[src/rtl/fixed_step_frame_timer_unit_macros.svh]
`ifndef FIXED_STEP_FRAME_TIMER_UNIT_MACROS_SVH
`define FIXED_STEP_FRAME_TIMER_UNIT_MACROS_SVH

// Clocked assertion, off while reset is held.
`define FSFT_ASSERT(lbl, clk, rst_n, prop) \
    lbl: assert property (@(posedge clk) disable iff (!rst_n) prop) \
        else $error("fsft assertion failed");

// Clocked assertion, checked in reset too.
`define FSFT_ASSERT_ALWAYS(lbl, clk, prop) \
    lbl: assert property (@(posedge clk) prop) else $error("fsft assertion failed");

`endif

[src/rtl/fsft_pkg.sv]
`timescale 1ns / 1ps
`default_nettype none
package fsft_pkg;

    localparam int unsigned RAW_W   = 27;
    localparam int unsigned STEP_W  = 24;
    localparam int unsigned FREQ_W  = 30;
    localparam int unsigned CNT_W   = 64;
    localparam int unsigned OUT_W   = 176;
    localparam int unsigned CFGD_W  = 30;

    typedef enum logic [1:0] {
        CFG_MODE   = 2'd0,
        CFG_TARGET = 2'd1,
        CFG_FREQ   = 2'd2,
        CFG_MAXRAW = 2'd3
    } t_cfg_idx;

    typedef enum logic [3:0] {
        OP_NONE,
        OP_RESET,
        OP_CAPTURE,
        OP_MUL,
        OP_SCALE,
        OP_STEPS,
        OP_TOTAL,
        OP_FRAME,
        OP_CHECK,
        OP_SACC,
        OP_OUT
    } t_op;

    typedef enum logic [1:0] {
        DIV_SCALE,
        DIV_STEP,
        DIV_SEC
    } t_div_sel;

    typedef struct packed {
        t_op      op;
        logic     div_start;
        t_div_sel div_sel;
    } t_cmd;

    typedef struct packed {
        logic div_done;
        logic fixed;
        logic target_zero;
        logic freq_zero;
        logic sacc_ge;
        logic out_busy;
    } t_stat;

endpackage
`default_nettype wire

[src/rtl/fsft_div.sv]
`timescale 1ns / 1ps
`default_nettype none
module fsft_div (
    input  wire logic        i_clk,
    input  wire logic        i_rst_n,
    input  wire logic        i_start,
    input  wire logic [63:0] i_dividend,
    input  wire logic [31:0] i_divisor,
    input  wire logic [6:0]  i_len,
    output logic             o_done,
    output logic [63:0]      o_quo,
    output logic [31:0]      o_rem
);
    logic        r_busy;
    logic        r_done;
    logic [6:0]  r_cnt;
    logic [63:0] r_dvd;
    logic [31:0] r_rem;
    logic [31:0] r_div;
    logic [32:0] n_t;
    logic        n_ge;

    always_comb begin
        n_t  = {r_rem, r_dvd[63]};
        n_ge = n_t >= {1'b0, r_div};
    end

    always_ff @(posedge i_clk) begin
        if (!i_rst_n) begin
            r_busy <= 1'b0;
            r_done <= 1'b0;
            r_cnt  <= 7'd0;
        end else begin
            r_done <= 1'b0;
            if (i_start) begin
                r_busy <= 1'b1;
                r_cnt  <= i_len;
            end else if (r_busy) begin
                r_cnt <= r_cnt - 7'd1;
                if (r_cnt == 7'd1) begin
                    r_busy <= 1'b0;
                    r_done <= 1'b1;
                end
            end
        end
    end

    always_ff @(posedge i_clk) begin
        if (i_start) begin
            r_dvd <= i_dividend << (7'd64 - i_len);
            r_rem <= 32'd0;
            r_div <= i_divisor;
        end else if (r_busy) begin
            r_dvd <= {r_dvd[62:0], n_ge};
            r_rem <= n_ge ? 32'(n_t - {1'b0, r_div}) : n_t[31:0];
        end
    end

    assign o_done = r_done;
    assign o_quo  = r_dvd;
    assign o_rem  = r_rem;
endmodule
`default_nettype wire

[src/rtl/fsft_dp.sv]
`timescale 1ns / 1ps
`default_nettype none
module fsft_dp #(
    parameter int unsigned TICKS_PER_SECOND = 10000000
) (
    input  wire logic                   i_clk,
    input  wire logic                   i_rst_n,
    input  wire fsft_pkg::t_cmd         i_cmd,
    output fsft_pkg::t_stat             o_stat,
    input  wire logic [63:0]            i_now,
    input  wire logic                   i_cfg_we,
    input  wire logic [1:0]             i_cfg_index,
    input  wire logic [29:0]            i_cfg_data,
    output logic                        o_tvalid,
    input  wire logic                   i_tready,
    output logic [fsft_pkg::OUT_W-1:0]  o_tdata
);
    import fsft_pkg::*;

    localparam int unsigned TW   = $clog2(TICKS_PER_SECOND + 1);
    localparam int unsigned PW   = RAW_W + TW;
    localparam logic [TW-1:0] TPS = TW'(TICKS_PER_SECOND);
    localparam logic [24:0] SNAP = 25'(TICKS_PER_SECOND / 4000);

    logic              r_mode;
    logic [23:0]       r_target;
    logic [29:0]       r_freq;
    logic [26:0]       r_max;
    logic [63:0]       r_last;
    logic [63:0]       r_sacc;
    logic [31:0]       r_left;
    logic [23:0]       r_lstep;
    logic [63:0]       r_total;
    logic [31:0]       r_frames;
    logic [31:0]       r_fts;
    logic [31:0]       r_fps;
    logic              r_ovalid;
    logic [26:0]       r_raw;
    logic [PW-1:0]     r_prod;
    logic [31:0]       r_steps;
    logic [55:0]       r_inc;
    logic [171:0]      r_odata;

    logic [29:0]       n_freq;
    logic [63:0]       n_raw;
    logic [23:0]       n_scaled;
    logic [24:0]       n_diff;
    logic [24:0]       n_mag;
    logic [23:0]       n_snap;
    logic [32:0]       n_sum;
    logic [19:0]       n_upd;
    logic [63:0]       n_dvd;
    logic [31:0]       n_dvs;
    logic [6:0]        n_len;
    logic              div_done;
    logic [63:0]       div_quo;
    logic [31:0]       div_rem;

    always_comb begin
        n_freq   = (r_freq == 30'd0) ? 30'd1 : r_freq;
        n_raw    = i_now - r_last;
        n_scaled = (|div_quo[63:24]) ? 24'hFFFFFF : div_quo[23:0];
        n_diff   = {1'b0, n_scaled} - {1'b0, r_target};
        n_mag    = n_diff[24] ? 25'(-n_diff) : n_diff;
        n_snap   = (n_mag < SNAP) ? r_target : n_scaled;
        n_sum    = {1'b0, r_left} + {9'd0, n_snap};
        n_upd    = (|r_steps[31:20]) ? 20'hFFFFF : r_steps[19:0];
        unique case (i_cmd.div_sel)
            DIV_SCALE: begin
                n_dvd = 64'(r_prod);
                n_dvs = {2'b0, n_freq};
                n_len = 7'(PW);
            end
            DIV_STEP: begin
                n_dvd = {32'd0, r_left};
                n_dvs = {8'd0, r_target};
                n_len = 7'd32;
            end
            default: begin
                n_dvd = r_sacc;
                n_dvs = {2'b0, r_freq};
                n_len = 7'd64;
            end
        endcase
    end

    fsft_div u_div (
        .i_clk      (i_clk),
        .i_rst_n    (i_rst_n),
        .i_start    (i_cmd.div_start),
        .i_dividend (n_dvd),
        .i_divisor  (n_dvs),
        .i_len      (n_len),
        .o_done     (div_done),
        .o_quo      (div_quo),
        .o_rem      (div_rem)
    );

    always_ff @(posedge i_clk) begin
        if (!i_rst_n) begin
            r_mode   <= 1'b0;
            r_target <= 24'd166666;
            r_freq   <= 30'd10000000;
            r_max    <= 27'd1000000;
            r_last   <= 64'd0;
            r_sacc   <= 64'd0;
            r_left   <= 32'd0;
            r_lstep  <= 24'd0;
            r_total  <= 64'd0;
            r_frames <= 32'd0;
            r_fts    <= 32'd0;
            r_fps    <= 32'd0;
            r_ovalid <= 1'b0;
        end else begin
            if (i_cfg_we) begin
                unique case (t_cfg_idx'(i_cfg_index))
                    CFG_MODE:   r_mode   <= i_cfg_data[0];
                    CFG_TARGET: r_target <= i_cfg_data[23:0];
                    CFG_FREQ:   r_freq   <= i_cfg_data;
                    CFG_MAXRAW: r_max    <= i_cfg_data[26:0];
                endcase
            end
            if (r_ovalid && i_tready) begin
                r_ovalid <= 1'b0;
            end
            unique case (i_cmd.op)
                OP_RESET: begin
                    r_last <= i_now;
                    r_left <= 32'd0;
                    r_fps  <= 32'd0;
                    r_fts  <= 32'd0;
                    r_sacc <= 64'd0;
                end
                OP_CAPTURE: begin
                    r_last <= i_now;
                    r_sacc <= r_sacc + n_raw;
                end
                OP_SCALE: begin
                    if (r_mode) begin
                        r_left <= n_sum[32] ? 32'hFFFFFFFF : n_sum[31:0];
                    end else begin
                        r_lstep  <= n_scaled;
                        r_total  <= r_total + {40'd0, n_scaled};
                        r_left   <= 32'd0;
                        r_frames <= r_frames + 32'd1;
                    end
                end
                OP_STEPS: begin
                    r_left <= div_rem;
                    if (div_quo[31:0] != 32'd0) begin
                        r_lstep <= r_target;
                    end
                end
                OP_TOTAL: begin
                    r_total  <= r_total + {8'd0, r_inc};
                    r_frames <= r_frames + r_steps;
                end
                OP_FRAME: begin
                    if (r_steps != 32'd0) begin
                        r_fts <= r_fts + 32'd1;
                    end
                end
                OP_CHECK: begin
                    if (r_freq == 30'd0) begin
                        r_fps  <= r_fts;
                        r_fts  <= 32'd0;
                        r_sacc <= 64'd0;
                    end else if (o_stat.sacc_ge) begin
                        r_fps <= r_fts;
                        r_fts <= 32'd0;
                    end
                end
                OP_SACC: r_sacc <= {32'd0, div_rem};
                OP_OUT:  r_ovalid <= 1'b1;
                default: ;
            endcase
        end
    end

    always_ff @(posedge i_clk) begin
        unique case (i_cmd.op)
            OP_RESET: r_steps <= 32'd0;
            OP_CAPTURE: begin
                r_raw <= (n_raw > {37'd0, r_max}) ? r_max : n_raw[26:0];
            end
            OP_MUL: r_prod <= PW'(r_raw) * PW'(TPS);
            OP_SCALE: r_steps <= r_mode ? 32'd0 : 32'd1;
            OP_STEPS: begin
                r_steps <= div_quo[31:0];
                r_inc   <= 56'(div_quo[31:0]) * 56'(r_target);
            end
            OP_OUT: r_odata <= {r_fps, r_frames, r_total, r_lstep, n_upd};
            default: ;
        endcase
    end

    always_comb begin
        o_stat.div_done    = div_done;
        o_stat.fixed       = r_mode;
        o_stat.target_zero = (r_target == 24'd0);
        o_stat.freq_zero   = (r_freq == 30'd0);
        o_stat.sacc_ge     = (r_sacc >= {34'd0, r_freq});
        o_stat.out_busy    = r_ovalid && !i_tready;
    end

    assign o_tvalid = r_ovalid;
    assign o_tdata  = {4'd0, r_odata};

`include "fixed_step_frame_timer_unit_macros.svh"

    `FSFT_ASSERT(a_out_free, i_clk, i_rst_n, (i_cmd.op == OP_OUT) |-> !o_stat.out_busy)
    `FSFT_ASSERT(a_left_lt, i_clk, i_rst_n, (i_cmd.op == OP_STEPS) |=> (r_left < {8'd0, r_target}))
    `FSFT_ASSERT(a_free_one, i_clk, i_rst_n, (i_cmd.op == OP_SCALE && !r_mode) |=> (r_steps == 32'd1))
endmodule
`default_nettype wire

[src/rtl/fsft_ctrl.sv]
`timescale 1ns / 1ps
`default_nettype none
module fsft_ctrl (
    input  wire logic            i_clk,
    input  wire logic            i_rst_n,
    input  wire logic            i_in_valid,
    input  wire logic            i_req_reset,
    output logic                 o_in_ready,
    input  wire fsft_pkg::t_stat i_stat,
    output fsft_pkg::t_cmd       o_cmd
);
    import fsft_pkg::*;

    typedef enum logic [3:0] {
        S_IDLE, S_MUL, S_D1S, S_D1W, S_SCALE, S_D2S, S_D2W, S_STEPS,
        S_TOTAL, S_FRAME, S_CHECK, S_D3S, S_D3W, S_SACC, S_LOAD
    } t_state;

    t_state r_state;

    always_ff @(posedge i_clk) begin
        if (!i_rst_n) begin
            r_state <= S_IDLE;
        end else begin
            unique case (r_state)
                S_IDLE: if (i_in_valid) r_state <= i_req_reset ? S_LOAD : S_MUL;
                S_MUL:  r_state <= S_D1S;
                S_D1S:  r_state <= S_D1W;
                S_D1W:  if (i_stat.div_done) r_state <= S_SCALE;
                S_SCALE: begin
                    r_state <= (i_stat.fixed && !i_stat.target_zero) ? S_D2S : S_FRAME;
                end
                S_D2S:   r_state <= S_D2W;
                S_D2W:   if (i_stat.div_done) r_state <= S_STEPS;
                S_STEPS: r_state <= S_TOTAL;
                S_TOTAL: r_state <= S_FRAME;
                S_FRAME: r_state <= S_CHECK;
                S_CHECK: begin
                    r_state <= (!i_stat.freq_zero && i_stat.sacc_ge) ? S_D3S : S_LOAD;
                end
                S_D3S:  r_state <= S_D3W;
                S_D3W:  if (i_stat.div_done) r_state <= S_SACC;
                S_SACC: r_state <= S_LOAD;
                S_LOAD: if (!i_stat.out_busy) r_state <= S_IDLE;
            endcase
        end
    end

    always_comb begin
        o_in_ready      = (r_state == S_IDLE);
        o_cmd.op        = OP_NONE;
        o_cmd.div_start = 1'b0;
        o_cmd.div_sel   = DIV_SCALE;
        unique case (r_state)
            S_IDLE: begin
                if (i_in_valid) o_cmd.op = i_req_reset ? OP_RESET : OP_CAPTURE;
            end
            S_MUL:   o_cmd.op = OP_MUL;
            S_D1S:   o_cmd.div_start = 1'b1;
            S_SCALE: o_cmd.op = OP_SCALE;
            S_D2S: begin
                o_cmd.div_start = 1'b1;
                o_cmd.div_sel   = DIV_STEP;
            end
            S_D2W:   o_cmd.div_sel = DIV_STEP;
            S_STEPS: o_cmd.op = OP_STEPS;
            S_TOTAL: o_cmd.op = OP_TOTAL;
            S_FRAME: o_cmd.op = OP_FRAME;
            S_CHECK: o_cmd.op = OP_CHECK;
            S_D3S: begin
                o_cmd.div_start = 1'b1;
                o_cmd.div_sel   = DIV_SEC;
            end
            S_D3W:   o_cmd.div_sel = DIV_SEC;
            S_SACC:  o_cmd.op = OP_SACC;
            S_LOAD:  if (!i_stat.out_busy) o_cmd.op = OP_OUT;
            default: ;
        endcase
    end

`include "fixed_step_frame_timer_unit_macros.svh"

    `FSFT_ASSERT(a_start_clean, i_clk, i_rst_n, o_cmd.div_start |=> !i_stat.div_done)
    `FSFT_ASSERT(a_ready_cmd, i_clk, i_rst_n, (o_cmd.op == OP_CAPTURE) |-> o_in_ready)
    `FSFT_ASSERT(a_one_start, i_clk, i_rst_n, o_cmd.div_start |=> !o_cmd.div_start)
endmodule
`default_nettype wire

[src/rtl/fixed_step_frame_timer_unit.sv]
// Fixed-step frame timer. One word in (a tick or a reset request with a raw counter reading)
// gives one word out. A reset request goes from acceptance straight to the load state, which
// registers its result once the output is free. A tick runs through a shared one-bit-per-cycle
// divider for the raw-to-tick scaling, for the fixed-step split (fixed mode, nonzero target
// only) and for the once-per-second wrap of the second accumulator (only once the accumulator
// reaches a nonzero frequency). One word is in work at a time. A finished result waits in the
// output register while the next word is accepted. Configuration writes are taken in any cycle,
// and their ready is always high.
`timescale 1ns / 1ps
`default_nettype none
module fixed_step_frame_timer_unit #(
    parameter int unsigned TICKS_PER_SECOND = 10000000
) (
    input  wire logic                  i_clk,
    input  wire logic                  i_rst_n,
    input  wire logic                  i_s_axis_tvalid,
    output logic                       o_s_axis_tready,
    input  wire logic [63:0]           i_s_axis_tdata,  // counter_now
    input  wire logic                  i_s_axis_tuser,  // req_type
    output logic                       o_m_axis_tvalid,
    input  wire logic                  i_m_axis_tready,
    // updates_run[19:0], elapsed_ticks[43:20], total_ticks[107:44],
    // frame_count[139:108], frames_per_second[171:140], zero pad
    output logic [fsft_pkg::OUT_W-1:0] o_m_axis_tdata,
    input  wire logic                  i_cfg_valid,
    output logic                       o_cfg_ready,
    input  wire logic [1:0]            i_cfg_index,
    input  wire logic [29:0]           i_cfg_data
);
    import fsft_pkg::*;

    t_cmd  cmd;
    t_stat stat;

    assign o_cfg_ready = 1'b1;

    fsft_ctrl u_ctrl (
        .i_clk       (i_clk),
        .i_rst_n     (i_rst_n),
        .i_in_valid  (i_s_axis_tvalid),
        .i_req_reset (i_s_axis_tuser),
        .o_in_ready  (o_s_axis_tready),
        .i_stat      (stat),
        .o_cmd       (cmd)
    );

    fsft_dp #(
        .TICKS_PER_SECOND (TICKS_PER_SECOND)
    ) u_dp (
        .i_clk       (i_clk),
        .i_rst_n     (i_rst_n),
        .i_cmd       (cmd),
        .o_stat      (stat),
        .i_now       (i_s_axis_tdata),
        .i_cfg_we    (i_cfg_valid),
        .i_cfg_index (i_cfg_index),
        .i_cfg_data  (i_cfg_data),
        .o_tvalid    (o_m_axis_tvalid),
        .i_tready    (i_m_axis_tready),
        .o_tdata     (o_m_axis_tdata)
    );
endmodule
`default_nettype wire
[config.mk]
export PLATFORM = sky130hd
export DESIGN_NAME = fixed_step_frame_timer_unit
export DESIGN_NICKNAME = d
export VERILOG_FILES = /design/src/rtl/fsft_pkg.sv /design/src/rtl/fsft_div.sv /design/src/rtl/fsft_dp.sv /design/src/rtl/fsft_ctrl.sv /design/src/rtl/fixed_step_frame_timer_unit.sv
export VERILOG_INCLUDE_DIRS = /design/src /design/src/rtl
export SDC_FILE = /design/constraint.sdc
export NUM_CORES = 2
export LEC_CHECK = 0
export BUFFER_PORTS_ARGS = -buffer_cell sky130_fd_sc_hd__buf_2
export CAP_MARGIN = 5
export CORE_ASPECT_RATIO = 0.7
export CORE_MARGIN = 2
export CORE_UTILIZATION = 60
export DETAILED_ROUTE_END_ITERATION = 8
export PLACE_DENSITY = 0.81
export SLEW_MARGIN = 20
export SYNTH_ARGS = -nofsm -noshare
export SYNTH_HDL_FRONTEND = slang
export SYNTH_HIERARCHICAL = 1
export SYNTH_SLANG_ARGS = --single-unit
export TNS_END_PERCENT = 50
[constraint.sdc]
create_clock -name i_clk -period 13.1 [get_ports i_clk]
set_clock_uncertainty 0.15 [all_clocks]
set_input_delay 1.31 -clock i_clk [delete_from_list [all_inputs] [get_ports i_clk]]
set_output_delay 1.31 -clock i_clk [all_outputs]
set_load 0.05 [all_outputs]
==> reports/qor.csv <==
metric,value,unit
yosysWarnings,6,
place_area,91300,um^2
ys_ff_latch,899,
drcViolationCount,6,
post_cts_buffers,0,
synthCells,10000,
slew_headroom,12.9,%
cap_violations,0,
cts_made_buffers,93,
min_path_cells,0,
r2r_cells,32,
holdBufCountCts,0,
cts_tree,yes,
vias_per_cell,6.45,
mostFrequentLayoutCell,nand2_1,
layout-drive-gt1-share,7.20,%
final_nets,11600,
hpwlAfterDp,245,mm
grt_pass1_wl,472,mm
synthDistinctLibCells,102,
final_cell_mix,"nand2_1 (1447), inv_1 (1239), fa_1 (799)",
clockRootBuffer,clkbuf_16,
timing.final.hold_violations,0,
synth_edf_count,427,
cts_resized,0,
min_period_over_period,88.9,%
violations,DRC,
max_stage_delay,0.85,ns
worstPathRequired,13.60,ns
dieArea,151000,um^2
drt_iter0_markers,11100,
async_reset_ff_share,0,%
slew_violations,0,
worst_pin_slew,1.31,ns
cp_max_fo,27,
avgSynthCellArea,8.81,um^2
fmax,0.0858,GHz
synthTopCellsByArea,"fa_1 (18%), edfxtp_1 (14%), ha_1 (11%)",
timing.setup.tns,0,ns
syn2layout_area_growth,6.81,%
vias,77700,
insertion_delay,0.79,ns
hold_path.class,reg -> reg,
yosysTopAreaCell,fa_1,
fp.dieH,325,um
reg2reg_setup_slack,1.45,ns
hold_end,u_dp/r_odata[33],
grt_pass1_vias,74400,
cp_slowest_cell,or3_1,
overflow,0,
critical_path_class,reg -> reg,
endpoint_kind,flop,
arrival,12.15,ns
clock_path_buffers,3,
place_inst,11900,
rsz0062_at_grt,false,
gp_congestion,1.06,
drt_pass1_iterations,9,
fin_cells,12000,
cts_sinks,899,
cts.clk_slew.worst_paths,0.07,ns
setup_viol,0,
placementRows,117,
io-pin-count,281,
hold_path_startpoint,u_dp/r_lstep[13],
reg2reg_from,u_dp/u_div/o_quo[24],
crit_path_start_kind,flop,
route.antenna.remaining_nets,0,
die_w,463,um
status,"complete, but fails checks",
synth_top_area_share,18.1,%
grt_max_degree,143,
antenna_found_initial,46,
final_area,94500,um^2
core,146000,um^2
initial_utilization,60.7,%
wl_per_cell,26.2,um
grt_use_total,41.5,%
finalCriticalPeriod,11.65,ns
yosysSeqAreaShare,25.2,%
routed_wl,316,mm
htree_num_levels,3,
timing.rr.end,u_dp/r_left[29],
io_buffers,275,
netlist_area,88400,um^2
ys.flop_type,dfxtp_1,
[state kept, by name, summed over array words and instances, names as in the netlist, 30 cells and up]
| signal | cells |
|---|---|
| u_dp/r_prod | 44 |
| u_dp/r_sacc | 64 |
| u_dp/r_frames | 32 |
| u_dp/r_inc | 56 |
| u_dp/r_total | 64 |
| u_dp/r_last | 64 |
| u_dp/r_odata | 172 |
| u_dp/u_div/o_rem | 32 |
| u_dp/r_steps | 32 |
| u_dp/r_left | 32 |
| u_dp/u_div/r_div | 32 |
| u_dp/u_div/o_quo | 64 |
| u_dp/r_freq | 30 |
| u_dp/r_fts | 32 |
| u_dp/r_fps | 32 |
[layer usage]
metal / up-vias / global-route usage, % / part of all wire, %
met4: 52 / 15.1 / 4.3
met1: 37700 / 60.1 / 41
met2: 5372 / 52.6 / 37
met5: - / 0.789 / 0.16
met3: 813 / 20.0 / 17
li1: 33800 / - / -
[kinds of logic (layout without fill, tap and decap cells)]
| kind of cell | after synthesis | count (layout) | synth area share, % |
|---|---|---|---|
| AND/OR/NAND/NOR | 3120 | 3120 | 16.4 |
| AO/OA/AOI/OAI | 2069 | 2069 | 14.9 |
| buffers and inverters | 1805 | 1818 | 7.80 |
| adder cells (fa/ha/maj) | 1556 | 1556 | 28.8 |
| flip-flops | 899 | 899 | 25.2 |
| XOR/XNOR | 381 | 381 | 3.77 |
| multiplexers | 211 | 211 | 3.11 |
| other | 2 | 32 | 0.00849 |
[worst max-delay path, delay by kind of cell, from the launching register on]
| family | cells | cell delay, ns |
|---|---|---|
| AO/OA/AOI/OAI | 14 | 3.90 |
| flip-flops | 1 | 0.84 |
| XOR/XNOR | 1 | 0.24 |
| multiplexers | 1 | 0.17 |
| adder cells (fa/ha/maj) | 2 | 0.81 |
| AND/OR/NAND/NOR | 12 | 4.85 |
| buffers and inverters | 2 | 0.56 |
[layout make-up]
cell class / count / area (um^2)
fill: 12100 / 51300
tap: 1963 / 2460
clock inverter: 53 / 624
multi-input combinational: 7350 / 59600
antenna: 19 / 47.5
timing repair buffer: 398 / 2310
sequential: 899 / 22300
clock buffer: 122 / 2500
inverter: 1245 / 4680
[per-stage QoR]
stage / utilization [%] / setup WS, ns / hold slack [ns]
detailed placement: 62.6 / 1.67 / 0.266
finish: 64.8 / 1.45 / 0.285
floorplan: - / 3.03 / 0.258
CTS: 64.7 / 1.60 / 0.284
global route: 64.8 / 0.510 / 0.297
global placement: 62.6 / 1.77 / 0.263
[cells in the mapped netlist (98+ instances only)]
master and n:
ha_1 757, and3_1 98, dfxtp_1 472, nand2_1 1447, mux2i_1 131, a21o_1 209
fa_1 799, a21oi_1 713, nand3_1 133, and2_1 366, inv_1 1241, edfxtp_1 427
nor2_1 523, clkbuf_1 492, xor2_1 123, o21ai_0 400, xnor2_1 258
[how the worst max path moves through the flow]
stage / from / endpoint / slack, ns / cells past startpoint
after CTS: u_dp/u_div/o_quo[24] / u_dp/r_left[29] / 1.60 / 32
final: u_dp/u_div/o_quo[24] / u_dp/r_left[29] / 1.45 / 32
after global placement: u_dp/u_div/o_quo[24] / u_dp/r_left[29] / 1.77 / 33
after global routing: u_dp/u_div/o_quo[24] / u_dp/r_left[29] / 0.51 / 33
after detailed placement: u_dp/u_div/o_quo[24] / u_dp/r_left[29] / 1.67 / 32
after floorplan: i_m_axis_tready / u_dp/r_odata[0] / 3.03 / 8
Power is not shown: default switching activity piles up to over one toggle a cycle in this logic, so the estimate is an artifact.
